[src/prime_trial_division_unit_defines.svh]
// Assertion macros shared by the prime trial division RTL.
// Both expect clk and rst_n in the enclosing module.
`ifndef PRIME_TRIAL_DIVISION_UNIT_DEFINES_SVH
`define PRIME_TRIAL_DIVISION_UNIT_DEFINES_SVH

// Same-cycle implication.
`define PTD_ASSERT_IMPLIES(lbl, ante, cons, msg) \
    lbl: assert property (@(posedge clk) disable iff (!rst_n) (ante) |-> (cons)) \
        else $error(msg);

// Next-cycle implication.
`define PTD_ASSERT_NEXT(lbl, ante, cons, msg) \
    lbl: assert property (@(posedge clk) disable iff (!rst_n) (ante) |=> (cons)) \
        else $error(msg);

`endif

[src/ptd_pkg.sv]
package ptd_pkg;

    // trial divisor constants
    localparam int FIRST_DIVISOR = 5;
    localparam int DIVISOR_STEP  = 6;
    localparam int PAIR_OFFSET   = 2;

    localparam int UPC_W = 3;
    typedef logic [UPC_W-1:0] upc_t;

    localparam upc_t STEP_IDLE    = 3'd0;
    localparam upc_t STEP_ENTRY   = 3'd1;
    localparam upc_t STEP_MOD3    = 3'd2;
    localparam upc_t STEP_DIV_I   = 3'd3;
    localparam upc_t STEP_WAIT_I  = 3'd4;
    localparam upc_t STEP_DIV_I2  = 3'd5;
    localparam upc_t STEP_WAIT_I2 = 3'd6;
    localparam upc_t STEP_EMIT    = 3'd7;

    typedef enum logic [1:0] {
        COND_ALWAYS,
        COND_IN_BEAT,
        COND_OUT_BEAT,
        COND_DIV_DONE
    } cond_t;

    typedef enum logic [0:0] {
        DSEL_I,
        DSEL_I_PLUS2
    } dsel_t;

    typedef enum logic [2:0] {
        TEST_NONE,
        TEST_ENTRY,
        TEST_MOD3,
        TEST_REM,
        TEST_BOUND_REM
    } test_t;

    typedef enum logic [1:0] {
        IOP_KEEP,
        IOP_INIT,
        IOP_STEP
    } iop_t;

    typedef struct packed {
        logic  accept;
        logic  emit;
        logic  start_div;
        dsel_t dsel;
        cond_t cond;
        test_t test;
        iop_t  iop;
        upc_t  next;
    } ctl_word_t;

    // Control store. A step holds until its condition is met, then runs its
    // test and goes to next (or to STEP_EMIT if the test settles the answer).
    function automatic ctl_word_t ptd_ucode(input upc_t upc);
        ctl_word_t w;
        begin
            w = '{accept: 1'b0, emit: 1'b0, start_div: 1'b0, dsel: DSEL_I,
                  cond: COND_ALWAYS, test: TEST_NONE, iop: IOP_KEEP, next: STEP_IDLE};
            case (upc)
                STEP_IDLE:
                begin
                    w.accept = 1'b1;
                    w.cond   = COND_IN_BEAT;
                    w.next   = STEP_ENTRY;
                end
                STEP_ENTRY:
                begin
                    w.test = TEST_ENTRY;
                    w.next = STEP_MOD3;
                end
                STEP_MOD3:
                begin
                    w.test = TEST_MOD3;
                    w.iop  = IOP_INIT;
                    w.next = STEP_DIV_I;
                end
                STEP_DIV_I:
                begin
                    w.start_div = 1'b1;
                    w.dsel      = DSEL_I;
                    w.next      = STEP_WAIT_I;
                end
                STEP_WAIT_I:
                begin
                    w.cond = COND_DIV_DONE;
                    w.test = TEST_BOUND_REM;
                    w.next = STEP_DIV_I2;
                end
                STEP_DIV_I2:
                begin
                    w.start_div = 1'b1;
                    w.dsel      = DSEL_I_PLUS2;
                    w.next      = STEP_WAIT_I2;
                end
                STEP_WAIT_I2:
                begin
                    w.cond = COND_DIV_DONE;
                    w.test = TEST_REM;
                    w.iop  = IOP_STEP;
                    w.next = STEP_DIV_I;
                end
                STEP_EMIT:
                begin
                    w.emit = 1'b1;
                    w.cond = COND_OUT_BEAT;
                    w.next = STEP_IDLE;
                end
                default:
                begin
                    w.next = STEP_IDLE;
                end
            endcase
            return w;
        end
    endfunction

endpackage

[src/ptd_divider.sv]
`include "prime_trial_division_unit_defines.svh"

module ptd_divider
    import ptd_pkg::*;
#(
    parameter int W = 32
)
(
    input  logic         clk,
    input  logic         rst_n,
    input  logic         start,
    input  logic [W-1:0] dividend,
    input  logic [W-1:0] divisor,
    output logic [W-1:0] quotient,
    output logic [W-1:0] remainder,
    output logic         done
);

    localparam int CW = $clog2(W + 1);

    logic [CW-1:0] count_reg, count_next;
    logic          done_reg, done_next;
    logic [W-1:0]  quo_reg, quo_next;
    logic [W-1:0]  rem_reg, rem_next;
    logic [W-1:0]  div_reg, div_next;
    logic [W:0]    trial;
    logic [W:0]    diff;
    logic          ge;

    // restoring step: one quotient bit per cycle
    assign trial = {rem_reg, quo_reg[W-1]};
    assign diff  = trial - {1'b0, div_reg};
    assign ge    = (trial >= {1'b0, div_reg});

    always_comb
    begin
        count_next = count_reg;
        done_next  = done_reg;
        quo_next   = quo_reg;
        rem_next   = rem_reg;
        div_next   = div_reg;
        if (start)
        begin
            count_next = CW'(W);
            done_next  = 1'b0;
            quo_next   = dividend;
            rem_next   = '0;
            div_next   = divisor;
        end
        else if (count_reg != '0)
        begin
            count_next = count_reg - CW'(1);
            quo_next   = {quo_reg[W-2:0], ge};
            rem_next   = ge ? diff[W-1:0] : trial[W-1:0];
            if (count_reg == CW'(1))
            begin
                done_next = 1'b1;
            end
        end
    end

    always_ff @(posedge clk or negedge rst_n)
    begin
        if (!rst_n)
        begin
            count_reg <= '0;
            done_reg  <= 1'b0;
        end
        else
        begin
            count_reg <= count_next;
            done_reg  <= done_next;
        end
    end

    always_ff @(posedge clk)
    begin
        quo_reg <= quo_next;
        rem_reg <= rem_next;
        div_reg <= div_next;
    end

    assign quotient  = quo_reg;
    assign remainder = rem_reg;
    assign done      = done_reg;

    `PTD_ASSERT_IMPLIES(a_rem_below_divisor, $rose(done_reg), rem_reg < div_reg, "remainder not below divisor")
    `PTD_ASSERT_NEXT(a_start_clears_done, start, !done_reg && count_reg == CW'(W), "start did not restart divider")

endmodule

[src/prime_trial_division_unit.sv]
// Negatives, 0..3 and even values are settled in the entry step and go straight to emit.
// Multiples of 3 are settled in the mod-3 step; others then divide by each 6k+/-1 pair in turn.
// Worst case at 32 bits is about 7700 pairs.
// Throughput: one candidate at a time; set by the single shared radix-2 divider.
// Reset: rst_n async, active low; sequencer returns to idle, no clearing pass.
`include "prime_trial_division_unit_defines.svh"

module prime_trial_division_unit
    import ptd_pkg::*;
#(
    parameter int VALUE_WIDTH = 32
)
(
    input  logic                          clk,
    input  logic                          rst_n,
    input  logic                          in_valid,
    output logic                          in_stall,
    input  logic signed [VALUE_WIDTH-1:0] candidate,
    output logic                          out_valid,
    input  logic                          out_stall,
    output logic                          is_prime
);

    localparam int W = VALUE_WIDTH;

    // Mod-3 by digit folding: 4^k = 1 mod 3, so any split at an even bit
    // position keeps the residue. First half folds 64 -> 18 bits.
    function automatic logic [17:0] fold_hi(input logic [W-1:0] v);
        logic [63:0] x;
        logic [32:0] a;
        begin
            x = 64'(v);
            a = {1'b0, x[63:32]} + {1'b0, x[31:0]};
            return {1'b0, a[32:16]} + {2'b00, a[15:0]};
        end
    endfunction

    // Second half: 18 -> 3 bits, residue zero when the sum is 0 or 3.
    function automatic logic mod3_zero(input logic [17:0] f);
        logic [10:0] b;
        logic [7:0]  c;
        logic [4:0]  d;
        logic [3:0]  e;
        logic [2:0]  g;
        begin
            b = {1'b0, f[17:8]} + {3'b000, f[7:0]};
            c = {1'b0, b[10:4]} + {4'b0000, b[3:0]};
            d = {1'b0, c[7:4]} + {1'b0, c[3:0]};
            e = {1'b0, d[4:2]} + {2'b00, d[1:0]};
            g = {1'b0, e[3:2]} + {1'b0, e[1:0]};
            return (g == 3'd0) || (g == 3'd3);
        end
    endfunction

    // Microsequencer: upc_reg addresses the control store in ptd_pkg.
    upc_t      upc_reg, upc_next;
    ctl_word_t ctl;

    // Datapath registers. The loop index i stays 5 mod 6 and never exceeds
    // sqrt(candidate)+6, so W bits hold i and i+2 with room to spare.
    logic [W-1:0] cand_reg;
    logic [W-1:0] i_reg, i_next;
    logic         result_reg, result_next;
    // partial mod-3 fold of cand_reg, valid from the step after entry
    logic [17:0]  fold_reg, fold_next;

    logic         in_beat;
    logic         out_beat;
    logic         cond_ok;
    logic         finish;
    logic         finish_val;

    logic [W-1:0] div_divisor;
    logic [W-1:0] div_quo;
    logic [W-1:0] div_rem;
    logic         div_done;

    assign ctl       = ptd_ucode(upc_reg);
    assign in_stall  = !ctl.accept;
    assign out_valid = ctl.emit;
    assign is_prime  = result_reg;
    assign in_beat   = in_valid && !in_stall;
    assign out_beat  = out_valid && !out_stall;
    assign fold_next = fold_hi(cand_reg);

    // divisor mux for the shared divider
    always_comb
    begin
        case (ctl.dsel)
            DSEL_I:       div_divisor = i_reg;
            DSEL_I_PLUS2: div_divisor = i_reg + W'(PAIR_OFFSET);
            default:      div_divisor = i_reg;
        endcase
    end

    ptd_divider #(
        .W (W)
    ) u_div (
        .clk       (clk),
        .rst_n     (rst_n),
        .start     (ctl.start_div),
        .dividend  (cand_reg),
        .divisor   (div_divisor),
        .quotient  (div_quo),
        .remainder (div_rem),
        .done      (div_done)
    );

    always_comb
    begin
        case (ctl.cond)
            COND_ALWAYS:   cond_ok = 1'b1;
            COND_IN_BEAT:  cond_ok = in_beat;
            COND_OUT_BEAT: cond_ok = out_beat;
            COND_DIV_DONE: cond_ok = div_done;
            default:       cond_ok = 1'b0;
        endcase
    end

    // Step tests. A settled answer overrides the control word's next address.
    always_comb
    begin
        upc_next    = upc_reg;
        i_next      = i_reg;
        result_next = result_reg;
        finish      = 1'b0;
        finish_val  = 1'b0;
        if (cond_ok)
        begin
            upc_next = ctl.next;
            case (ctl.test)
                TEST_ENTRY:
                begin
                    // sign set, 0 or 1: not prime; 2 or 3: prime; even: not prime
                    if (cand_reg[W-1] || cand_reg[W-1:1] == '0)
                    begin
                        finish = 1'b1;
                    end
                    else if (cand_reg[W-1:2] == '0)
                    begin
                        finish     = 1'b1;
                        finish_val = 1'b1;
                    end
                    else if (!cand_reg[0])
                    begin
                        finish = 1'b1;
                    end
                end
                TEST_MOD3:
                begin
                    if (mod3_zero(fold_reg))
                    begin
                        finish = 1'b1;
                    end
                end
                TEST_REM:
                begin
                    if (div_rem == '0)
                    begin
                        finish = 1'b1;
                    end
                end
                TEST_BOUND_REM:
                begin
                    // i > v/i means i*i > v: no divisor left, prime
                    if (i_reg > div_quo)
                    begin
                        finish     = 1'b1;
                        finish_val = 1'b1;
                    end
                    else if (div_rem == '0)
                    begin
                        finish = 1'b1;
                    end
                end
                default:
                begin
                end
            endcase
            case (ctl.iop)
                IOP_INIT: i_next = W'(FIRST_DIVISOR);
                IOP_STEP: i_next = i_reg + W'(DIVISOR_STEP);
                default:  i_next = i_reg;
            endcase
            if (finish)
            begin
                upc_next    = STEP_EMIT;
                result_next = finish_val;
            end
        end
    end

    always_ff @(posedge clk or negedge rst_n)
    begin
        if (!rst_n)
        begin
            upc_reg <= STEP_IDLE;
        end
        else
        begin
            upc_reg <= upc_next;
        end
    end

    always_ff @(posedge clk)
    begin
        if (in_beat)
        begin
            cand_reg <= $unsigned(candidate);
        end
        i_reg      <= i_next;
        result_reg <= result_next;
        fold_reg   <= fold_next;
    end

    `PTD_ASSERT_NEXT(a_beat_starts_entry, in_beat, upc_reg == STEP_ENTRY, "input beat did not start entry step")
    `PTD_ASSERT_IMPLIES(a_divisor_odd, upc_reg == STEP_DIV_I || upc_reg == STEP_DIV_I2, i_reg[0], "trial divisor is even")
    `PTD_ASSERT_IMPLIES(a_prime_odd_or_two, out_valid && is_prime, cand_reg[0] || cand_reg == W'(2), "even value reported prime")

endmodule
[config.mk]
export PLATFORM = sky130hd
export DESIGN_NAME = prime_trial_division_unit
export DESIGN_NICKNAME = d
export VERILOG_FILES = /design/src/ptd_pkg.sv /design/src/ptd_divider.sv /design/src/prime_trial_division_unit.sv
export VERILOG_INCLUDE_DIRS = /design/src /design/src/src
export SDC_FILE = /design/constraint.sdc
export NUM_CORES = 1
export LEC_CHECK = 0
export BUFFER_PORTS_ARGS = -buffer_cell sky130_fd_sc_hd__buf_2
export CAP_MARGIN = 20
export CORE_ASPECT_RATIO = 1.2
export CORE_MARGIN = 2
export CORE_UTILIZATION = 40
export CTS_BUF_LIST = sky130_fd_sc_hd__clkbuf_8 sky130_fd_sc_hd__clkbuf_16
export DETAILED_ROUTE_END_ITERATION = 10
export GPL_TIMING_DRIVEN = 0
export PLACE_DENSITY = 0.64
export RECOVER_POWER = 25
export SYNTH_ARGS = -nofsm -noshare
export SYNTH_HDL_FRONTEND = slang
export SYNTH_SLANG_ARGS = --single-unit
[constraint.sdc]
create_clock -name clk -period 5.32 [get_ports clk]
set_clock_uncertainty 0.1 [all_clocks]
set_input_delay 0.266 -clock clk [delete_from_list [all_inputs] [get_ports clk]]
set_output_delay 0.266 -clock clk [all_outputs]
set_load 0.01 [all_outputs]
---- Yosys cells after proc, flatten, opt, wreduce, memory -nomap -nowiden ----
Cells that the tools add are included.
word-level totals
  input port bits ......................... 36
  logic and storage cells ................. 93
  flip-flop bits (word level) ............. 188
operators by class
  reductions and logical operators ........ 21
  multiplexer cells ....................... 31
  add/sub/neg operators ................... 10
  bitwise logic cells ..................... 1
  $lt $le $gt $ge ......................... 2
  eq/ne operators ......................... 18
operators with widths
  cell                                                              count
  32-bit one-hot mux with 2 select lines                            2
  32-bit 2-to-1 mux                                                 3
  33-bit by 32-bit greater-or-equal comparator with 1-bit output    1
  32-bit by 2-bit adder with 32-bit output (second input constant)  1
  32-bit by 3-bit adder with 32-bit output (second input constant)  1
  32-bit greater-than comparator                                    1
  32-bit zero test                                                  1
  32-bit subtractor                                                 1
  31-bit zero test                                                  1
  30-bit zero test                                                  1
  3-bit one-hot mux with 7 select lines                             1
  16-bit by 16-bit adder with 17-bit output                         1
  3-bit by 2-bit == test with 1-bit output (second input constant)  5
  3-bit == test (second input constant)                             5
  1-bit 2-to-1 mux                                                  15
  6-bit 2-to-1 mux                                                  2
  3-bit one-hot mux with 4 select lines                             1
  9-bit by 8-bit adder with 10-bit output                           1
  7-bit by 4-bit adder with 8-bit output                            1
  1-bit one-hot mux with 4 select lines                             2
  2-bit one-hot mux with 2 select lines                             2
  2-bit == test (second input constant)                             3
  3-bit by 1-bit == test with 1-bit output (second input constant)  2
  6-bit by 1-bit == test with 1-bit output (second input constant)  1
  other kinds (18)                                                  28

---- Depth between registers and ports, before layout ----
Gate-level depths: netlist of the first run.
  depth after elaboration ................. 11
  depth in mapped cells ................... 29
  gate-level depth less buffers ........... 29

---- Hierarchy ----
A second synthesis of the first run with hierarchy kept.
second synthesis, totals
  cells, all modules ...................... 1283
  area total of the unflattened synthesis .. 12329.3 µm²
modules (own cells, without submodules)
  module                     cells an instance  sequential area each (µm²)  area each (µm²)  times used
  prime_trial_division_unit  650                2337.2                      6231.0           1
  ptd_divider                633                2737.6                      6098.3           1

---- Worst setup path after synthesis of the first run ----
No wires, ideal clock.
  kind .................................... register -> register
  from .................................... register fold_reg[0]
  to ...................................... register result_reg (netlist: is_prime) (enable)
  path buffers ............................ 0
  cell stages (with the launch flop) ...... 29
  required time ........................... 4.916 ns
  period minus slack after synthesis ...... 5.746 ns
  setup slack ............................. -0.426 ns
  data arrival time ....................... 5.342 ns
  cells stage by stage .................... dfxtp_1 > ha_1 > fa_1 > a21o_1 > a21oi_1 > o21bai_1 > a21o_1 > xor2_1 > ha_1 > a21oi_1 > nor2_1 > nor2_1 > xnor2_1 > xnor2_1 > ha_1 > inv_1 > fa_1 > xnor2_1 > ha_1 > inv_1 > fa_1 > xnor2_1 > ha_1 > inv_1 > fa_1 > xnor2_1 > o41ai_1 > a211oi_1 > a21oi_1
on the way
  cells in the longest elaborated chain, start to end .. 11
ends and longest elaborated chain
  item                                                                         line                              RTL
  start: declaration                                                           prime_trial_division_unit.sv:65   logic [17:0] fold_reg, fold_next;
  start signal: assignment                                                     prime_trial_division_unit.sv:213  fold_reg <= fold_next;
  9-bit by 8-bit adder with 10-bit output *                                    prime_trial_division_unit.sv:46   b = {1'b0, f[17:8]} + {3'b000, f[7:0]};
  7-bit by 4-bit adder with 8-bit output *                                     prime_trial_division_unit.sv:47   c = {1'b0, b[10:4]} + {4'b0000, b[3:0]};
  4-bit by 4-bit adder with 5-bit output *                                     prime_trial_division_unit.sv:48   d = {1'b0, c[7:4]} + {1'b0, c[3:0]};
  3-bit by 2-bit adder with 4-bit output *                                     prime_trial_division_unit.sv:49   e = {1'b0, d[4:2]} + {2'b00, d[1:0]};
  2-bit by 2-bit adder with 3-bit output *                                     prime_trial_division_unit.sv:50   g = {1'b0, e[3:2]} + {1'b0, e[1:0]};
  3-bit by 2-bit == test with 1-bit output or 3-bit zero test (tied branches)  prime_trial_division_unit.sv:51   return (g == 3'd0) || (g == 3'd3);
  1-bit logical OR *                                                           prime_trial_division_unit.sv:51
  1-bit 2-to-1 mux *                                                           prime_trial_division_unit.sv:151  if (mod3_zero(fold_reg))
  1-bit one-hot mux with 4 select lines *                                      prime_trial_division_unit.sv:131  case (ctl.test)
  1-bit 2-to-1 mux *                                                           prime_trial_division_unit.sv:128  if (cond_ok)
  2-bit AND reduction (no line) *                                              n/a
  end signal: assignment                                                       prime_trial_division_unit.sv:212  result_reg <= result_next;
  end: declaration                                                             prime_trial_division_unit.sv:63   logic result_reg, result_next;
Mark *: on every way between the ends. The rest lies on a longest branch, timed or not. The select of a mux whose other input is x is not followed.
A chain may end at the register's enable or synchronous reset.

---- Worst setup path in the final report of the first run ----
  from .................................... register fold_reg[8]
  to ...................................... register result_reg (netlist: is_prime) (enable)
The elaborated chain is that of the path after synthesis.

==> results of run 1 <==
through the flow:
step	cell area [um^2]	hold WS [ps]	setup TNS, ps	utilization
3_5_place_dp	12800	55.2	-3630	0.432
4_1_cts	13800	117	-1820	0.467
5_1_grt	13900	316	-3140	0.468
6_report	13900	234	-1910	0.468
2_1_floorplan	12100	-130	-596	-
3_3_place_gp	12800	53.9	-3450	0.431
power breakdown:
group          switching [mW]  internal (mW)
combinational         0.00877         0.0245
clock                   0.646          0.636
sequential                  0           1.53
area by class of cell:
cell class                      count  area, um^2  share of cell area
Multi-Input combinational cell    951        6520               0.470
Tap cell                          390         488              0.0352
Clock inverter                     15         171              0.0124
Sequential cell                   186        5050               0.364
Timing Repair Buffer               78         596              0.0430
Clock buffer                       17         425              0.0307
Inverter                          103         387              0.0279
Buffer                             50         223              0.0161
logic make-up (layout without fill, tap and decap cells):
family                     after synthesis  count (layout)
and+or+nand+nor                        392             392
xor gates and xnor gates               103             103
AOI/OAI and AO/OA                      336             336
muxes                                    7               7
adders and majority gates              113             113
DFF                                    186             186
buffers and inverters                  153             263
worst max-delay path, delay by kind of cell, from the launching register on:
| kind | cells | cell delay, ps |
|---|---|---|
| compound gates | 8 | 1260 |
| simple gates | 2 | 200 |
| flops | 1 | 340 |
| fa+ha+maj | 9 | 2740 |
| xor+xnor | 6 | 790 |
| buf+inv | 3 | 120 |
routing by layer:
layer / track usage / vias up
met1: 0.238 / 4650
met5: 0 / -
li1: - / 4874
met4: 0.101 / 0
met2: 0.365 / 274
met3: 0.0278 / 76
cell usage in the layout, fill, tap and decap left out, types with 17 or more instances in the layout:
cell type,count
sky130_fd_sc_hd__xnor2_1,61
sky130_fd_sc_hd__nand3_1,19
sky130_fd_sc_hd__clkbuf_16,17
sky130_fd_sc_hd__nor3_1,20
sky130_fd_sc_hd__ha_1,102
sky130_fd_sc_hd__a21o_1,31
sky130_fd_sc_hd__nor2_1,88
sky130_fd_sc_hd__xor2_1,39
sky130_fd_sc_hd__a31oi_1,26
sky130_fd_sc_hd__nor4_1,21
sky130_fd_sc_hd__nand4_1,32
sky130_fd_sc_hd__dlygate4sd3_1,33
sky130_fd_sc_hd__dfxtp_1,47
sky130_fd_sc_hd__inv_1,100
sky130_fd_sc_hd__a21oi_1,76
sky130_fd_sc_hd__buf_2,37
sky130_fd_sc_hd__o21ai_0,107
sky130_fd_sc_hd__clkbuf_1,46
sky130_fd_sc_hd__edfxtp_1,127
sky130_fd_sc_hd__nand2_1,147
path summary, 6_finish.rpt:
kind | end | cells after the start
worst max-delay path | is_prime$_SDFFCE_PN0P_ | 28
worst min-delay path | upc_reg[0]$_DFFE_PN0P_ | 2
worst max register to register | is_prime$_SDFFCE_PN0P_ | 28
worst min register to register | u_div.remainder[7]$_SDFFE_PN0P_ | 2
max in group asynchronous | u_div.count_reg[0]$_DFFE_PN0P_ | 2
min in group clk | upc_reg[0]$_DFFE_PN0P_ | 6
repair_timing:
| action | CTS | global route |
|---|---|---|
| endpoints found under the setup margin | 4 | 4 |
| hold buffers | 33 | 0 |
| cloned | 0 | 0 |
| buffers inserted | 4 | 1 |
| pin swaps | 3 | 2 |
| endpoints found under the hold margin | 42 | 0 |
| gates resized for setup | 15 | 5 |
==> metrics.txt, run 1 <==
result of the run complete, but fails checks; violated checks setup timing; post-synthesis share of cell area spent on full adders, half adders and majority gates 0.122; Clock transition at path regs 80 ps; Critical Path Fanout Max 4; violation count after the first detailed-routing iteration approximately 520; highest routing layer actually used met4; maximum achievable frequency 0.171 GHz; Tot GR Track Use 0.204; count of vias placed by the detailed router 9874; Pwr per Cell Area 205 nW/um^2; Metal-1 WL 12500 um; XOR/XNOR Fraction of Synth Area 0.0748; met3 WL post-DR 1280 um; pre-CTS setup slack -958 ps; post-detailed-route count of antenna-violating nets 0; worst r2r src fold_reg[8]$_DFF_P_; critical path startpoint category register; main combinational cell family by area after synthesis compound AO/OA/AOI/OAI gates; Post-Synthesis Net Count 1439; initial antenna violation count 0; post-synthesis cell count 1290; pin count of the biggest net entering global routing 41; maximum buffer depth of the clock tree 2; Setup violations, final 4; top area cells in the synthesized netlist sky130_fd_sc_hd__edfxtp_1 (32%), sky130_fd_sc_hd__ha_1 (11%), sky130_fd_sc_hd__dfxtp_1 (8.1%); Chip Width 162 um; most repeated library cell on the critical path sky130_fd_sc_hd__fa_2; average wire per cell in the routed design 17.5 um; post-synthesis compound-gate area fraction 0.174; post-layout instance count excluding filler cells 1790; post-synthesis instance area around 12000 um^2; warning count from the yosys run 0; required time of the critical path 5380 ps; max-cap check violation count 0; layout net count 1536; peak supply drop about 0.18 mV; number of enable-type register cells in the synthesized netlist 127; placed cells roughly 1700; number of core rows 69; final period utilization 1.10; area fraction in and, or, nand and nor cells after synthesis 0.155; Port Buffers 38; most frequent cell after synthesis sky130_fd_sc_hd__nand2_1; Root Driver sky130_fd_sc_hd__clkbuf_16; height of the die 194 um; top flip-flop cell by instance count after synthesis sky130_fd_sc_hd__edfxtp_1; number of clock buffers inserted by TritonCTS 17; Worst-Margin Slew between 900 and 1000 ps; remaining max-slew budget at the tightest pin 0.370; number of global-route vias before repair ~10000; register bit count reported by yosys 186; number of clock sinks 186; fraction of synthesized cell area taken by the top area cell type 0.316; core outline area 29600 um^2; fraction of final layout cells sized beyond drive strength 1 0.0829; total congestion overflow 0; effective utilization at floorplan 0.407; overall power after layout around 2.8 mW; met2 routed wirelength ~16000 um; leakage power ~5.7 nW; commonest cells in the synthesized netlist sky130_fd_sc_hd__nand2_1 (147), sky130_fd_sc_hd__edfxtp_1 (127), sky130_fd_sc_hd__o21ai_0 (109), sky130_fd_sc_hd__ha_1 (106), sky130_fd_sc_hd__inv_1 (103); unrepaired setup endpoints after global routing yes; remaining routing DRC violations 0; share of synthesized area occupied by flip-flops and latches 0.419; Antenna diodes 0; TritonCTS clock tree yes; first-pass GRT wire length 50700 um; detail-routed via count per cell 5.52; Post-Synthesis Mean Instance Area 9.34 um^2; Tmin final 5860 ps; worst min-delay path category in2async; P&R area growth vs syn 14.9%; source of the critical timing path fold_reg[8]$_DFF_P_; Total Wirelength 31300 um; kind of critical path reg2reg; First-pass DRT Iterations 6; Layout fillers around 2800; Clk Latency, worst-skew pair 450 ps; crit path capture type register; weighted congestion reported at the end of routability-driven placement roughly 0.90; endpoint arrival time on the critical path 5920 ps; I/O pins 39; area enclosed by the die boundary 31500 um^2; count of distinct cell types in the synthesized netlist 68; largest incremental delay on the critical path 570 ps; async set or reset register ratio after synthesis 0.0538; count of pins over their slew limit 0; Crit-path slowest cell sky130_fd_sc_hd__fa_2; slack of the worst reg-to-reg path -540 ps; library cell occupying the most area in the post-synthesis netlist sky130_fd_sc_hd__edfxtp_1; htree depth 4; multiplexer share of the synthesized area 0.00602; minimum setup slack in the final design -537 ps; Hold Fails Final Rpt 0; detailed-placement wirelength estimate 24000 um
Power figures use the tool's default switching activity.
==> inputs of run 2 (changes only) <==
Settings changed: CORE_UTILIZATION 40 to 50, PLACE_DENSITY 0.64 to 0.76, REMOVE_ABC_BUFFERS set to 1.
==> run 2 against run 1 <==
The run still ends with setup timing left. Sequential power about the same. Register-to-register slack about the same. Maximum frequency hardly changed. Clock power is essentially flat.
==> metrics.txt, run 2 (synthesis gave the netlist of run 1 again) <==
area enclosed by the die boundary 25400 um^2 (-20%); Pwr per Cell Area 207 nW/um^2 (+0.64%); most used cells in the layout excluding fill and tap cells sky130_fd_sc_hd__nand2_1 (147), sky130_fd_sc_hd__edfxtp_1 (127), sky130_fd_sc_hd__o21ai_0 (107); kind of critical path reg2reg; largest incremental delay on the critical path 480 ps (-90 ps); final-layout worst hold slack 238 ps (+3.48 ps); number of core rows 62 (-10%); remaining routing DRC violations 0 (unchanged); first-pass GRT wire length 47700 um (-5.9%); post-detailed-route count of antenna-violating nets 0 (unchanged); P&R area growth vs syn 13.1%; detailed-placement wirelength estimate 21200 um (-12%); final period utilization 1.10 (about the same); Setup violations, final 4 (unchanged); required time of the critical path 5370 ps (about the same); maximum achievable frequency 0.171 GHz (about the same); Chip Width 146 um (-10%); remaining max-slew budget at the tightest pin 0.181 (-0.189); placed cells 1602 (-6.9%); weighted congestion reported at the end of routability-driven placement 0.945 (+5.1%); First-pass DRT Iterations 5 (-1); count of vias placed by the detailed router 9804 (-0.71%); number of clock buffers inserted by TritonCTS 17 (unchanged); max-cap check violation count 0 (unchanged); Tmin final 5860 ps (-1.41 ps); leakage power 5.70 nW (-0.82%); result of the run complete, but fails checks; Critical path buffers and inverters 3 (unchanged); post-layout instance count excluding filler cells 1678 (-6.3%); initial antenna violation count 0 (unchanged); effective utilization at floorplan 0.506 (+0.0991); Fin Setup TNS -1770 ps (+138 ps); Clk Latency, worst-skew pair 430 ps (-20 ps); number of clock sinks 186 (unchanged); detail-routed via count per cell 5.84 (+5.9%); Root Driver sky130_fd_sc_hd__clkbuf_16; violation count after the first detailed-routing iteration 470 (-9.4%); Total Wirelength 29700 um (-5.0%); pin count of the biggest net entering global routing 98 (+140%); worst min-delay path category in2async; htree depth 4 (unchanged); Crit-path slowest cell sky130_fd_sc_hd__fa_1; most common library cell in the layout ignoring fill and taps sky130_fd_sc_hd__nand2_1; Worst path top cell family by delay adder cells; I/O pins 39 (unchanged); post-route core utilization 0.572 (+0.104); peak supply drop 0.208 mV (+17%); endpoint arrival time on the critical path 5910 ps (about the same); fraction of final layout cells sized beyond drive strength 1 0.0876 (+0.00477); Worst-Margin Slew 1230 ps (+292 ps); violated checks setup timing; maximum buffer depth of the clock tree 2 (unchanged); Hold Fails Final Rpt 0 (unchanged); unrepaired setup endpoints after global routing yes; Port Buffers 38 (unchanged); average wire per cell in the routed design 17.7 um (+1.4%); total congestion overflow 0 (unchanged); crit path capture type register; Antenna diodes 0 (unchanged); height of the die 174 um (-10%); Critical Path Fanout Max 4 (unchanged); number of global-route vias before repair 9603 (-3.6%); minimum setup slack in the final design -536 ps (+1.41 ps); critical path startpoint category register; Tot GR Track Use 0.233 (+0.0288); most repeated library cell on the critical path sky130_fd_sc_hd__xnor2_2; overall power after layout 2.81 mW (-1.0%); core outline area 23800 um^2 (-20%); layout net count 1494 (-2.7%); count of pins over their slew limit 0 (unchanged); TritonCTS clock tree yes; Clock transition at path regs 80 ps (about the same)
run 2: path summary, 6_finish.rpt:
kind / from / slack, ps / cells after the start / endpoint
max: fold_reg[0]$_DFF_P_ / -540 / 28 / is_prime$_SDFFCE_PN0P_
min: rst_n / 240 / 2 / u_div.count_reg[2]$_DFFE_PN0P_
max reg2reg: fold_reg[0]$_DFF_P_ / -540 / 28 / is_prime$_SDFFCE_PN0P_
min reg2reg: u_div.remainder[7]$_SDFFE_PN0P_ / 420 / 2 / u_div.remainder[7]$_SDFFE_PN0P_
max in group asynchronous: rst_n / 4490 / 2 / u_div.count_reg[1]$_DFFE_PN0P_
min in group clk: in_valid / 390 / 6 / upc_reg[2]$_DFFE_PN0P_
run 2: per-stage QoR:
stage / cell area (um^2) / setup slack (ps)
floorplan: 11800 / -426
global placement: 12400 / -2760
detailed placement: 12600 / -890
CTS: 13600 / -600
global route: 13600 / -818
finish: 13600 / -536
run 2: per-layer routing:
layer	track usage	share of wire	vias up
li1	-	-	4782
met1	0.272	0.40	4636
met2	0.421	0.52	301
met3	0.0278	0.040	85
met4	0.117	0.042	0
met5	0	0	-
run 2: timing repair:
item / 4_1_cts / 5_1_grt
buffers inserted: 6 / 5
hold buffers: 33 / 0
pin swaps: 21 / 17
endpoints found under the hold margin: 42 / 0
endpoints found under the setup margin: 4 / 4
gates resized for setup: 28 / 6
run 2: where the power goes:
part | switching (mW) | leakage (nW) | internal, mW
Sequential | 0 | 1.60 | 1.53
Clock | 0.595 | 0.280 | 0.657
Combinational | 0.00952 | 3.82 | 0.0245
Total | 0.605 | 5.70 | 2.21
run 2: worst register-to-register path, delay by kind of cell (launching register included):
family                   cells  cell delay [ps]
adder cells (fa/ha/maj)      9             2620
buffers and inverters        3              120
AND/OR/NAND/NOR              2              210
flip-flops                   1              340
AO/OA/AOI/OAI                8             1290
XOR/XNOR                     6              850
run 2: cell type report:
cell class                 instances  area [um^2]
clock buffer                      17          425
clock inverter                    15          139
fill                            2031        10200
multi-input combinational        951         6550
sequential                       186         5050
timing repair buffer              86          683
inverter                         103          389
tap                              320          400
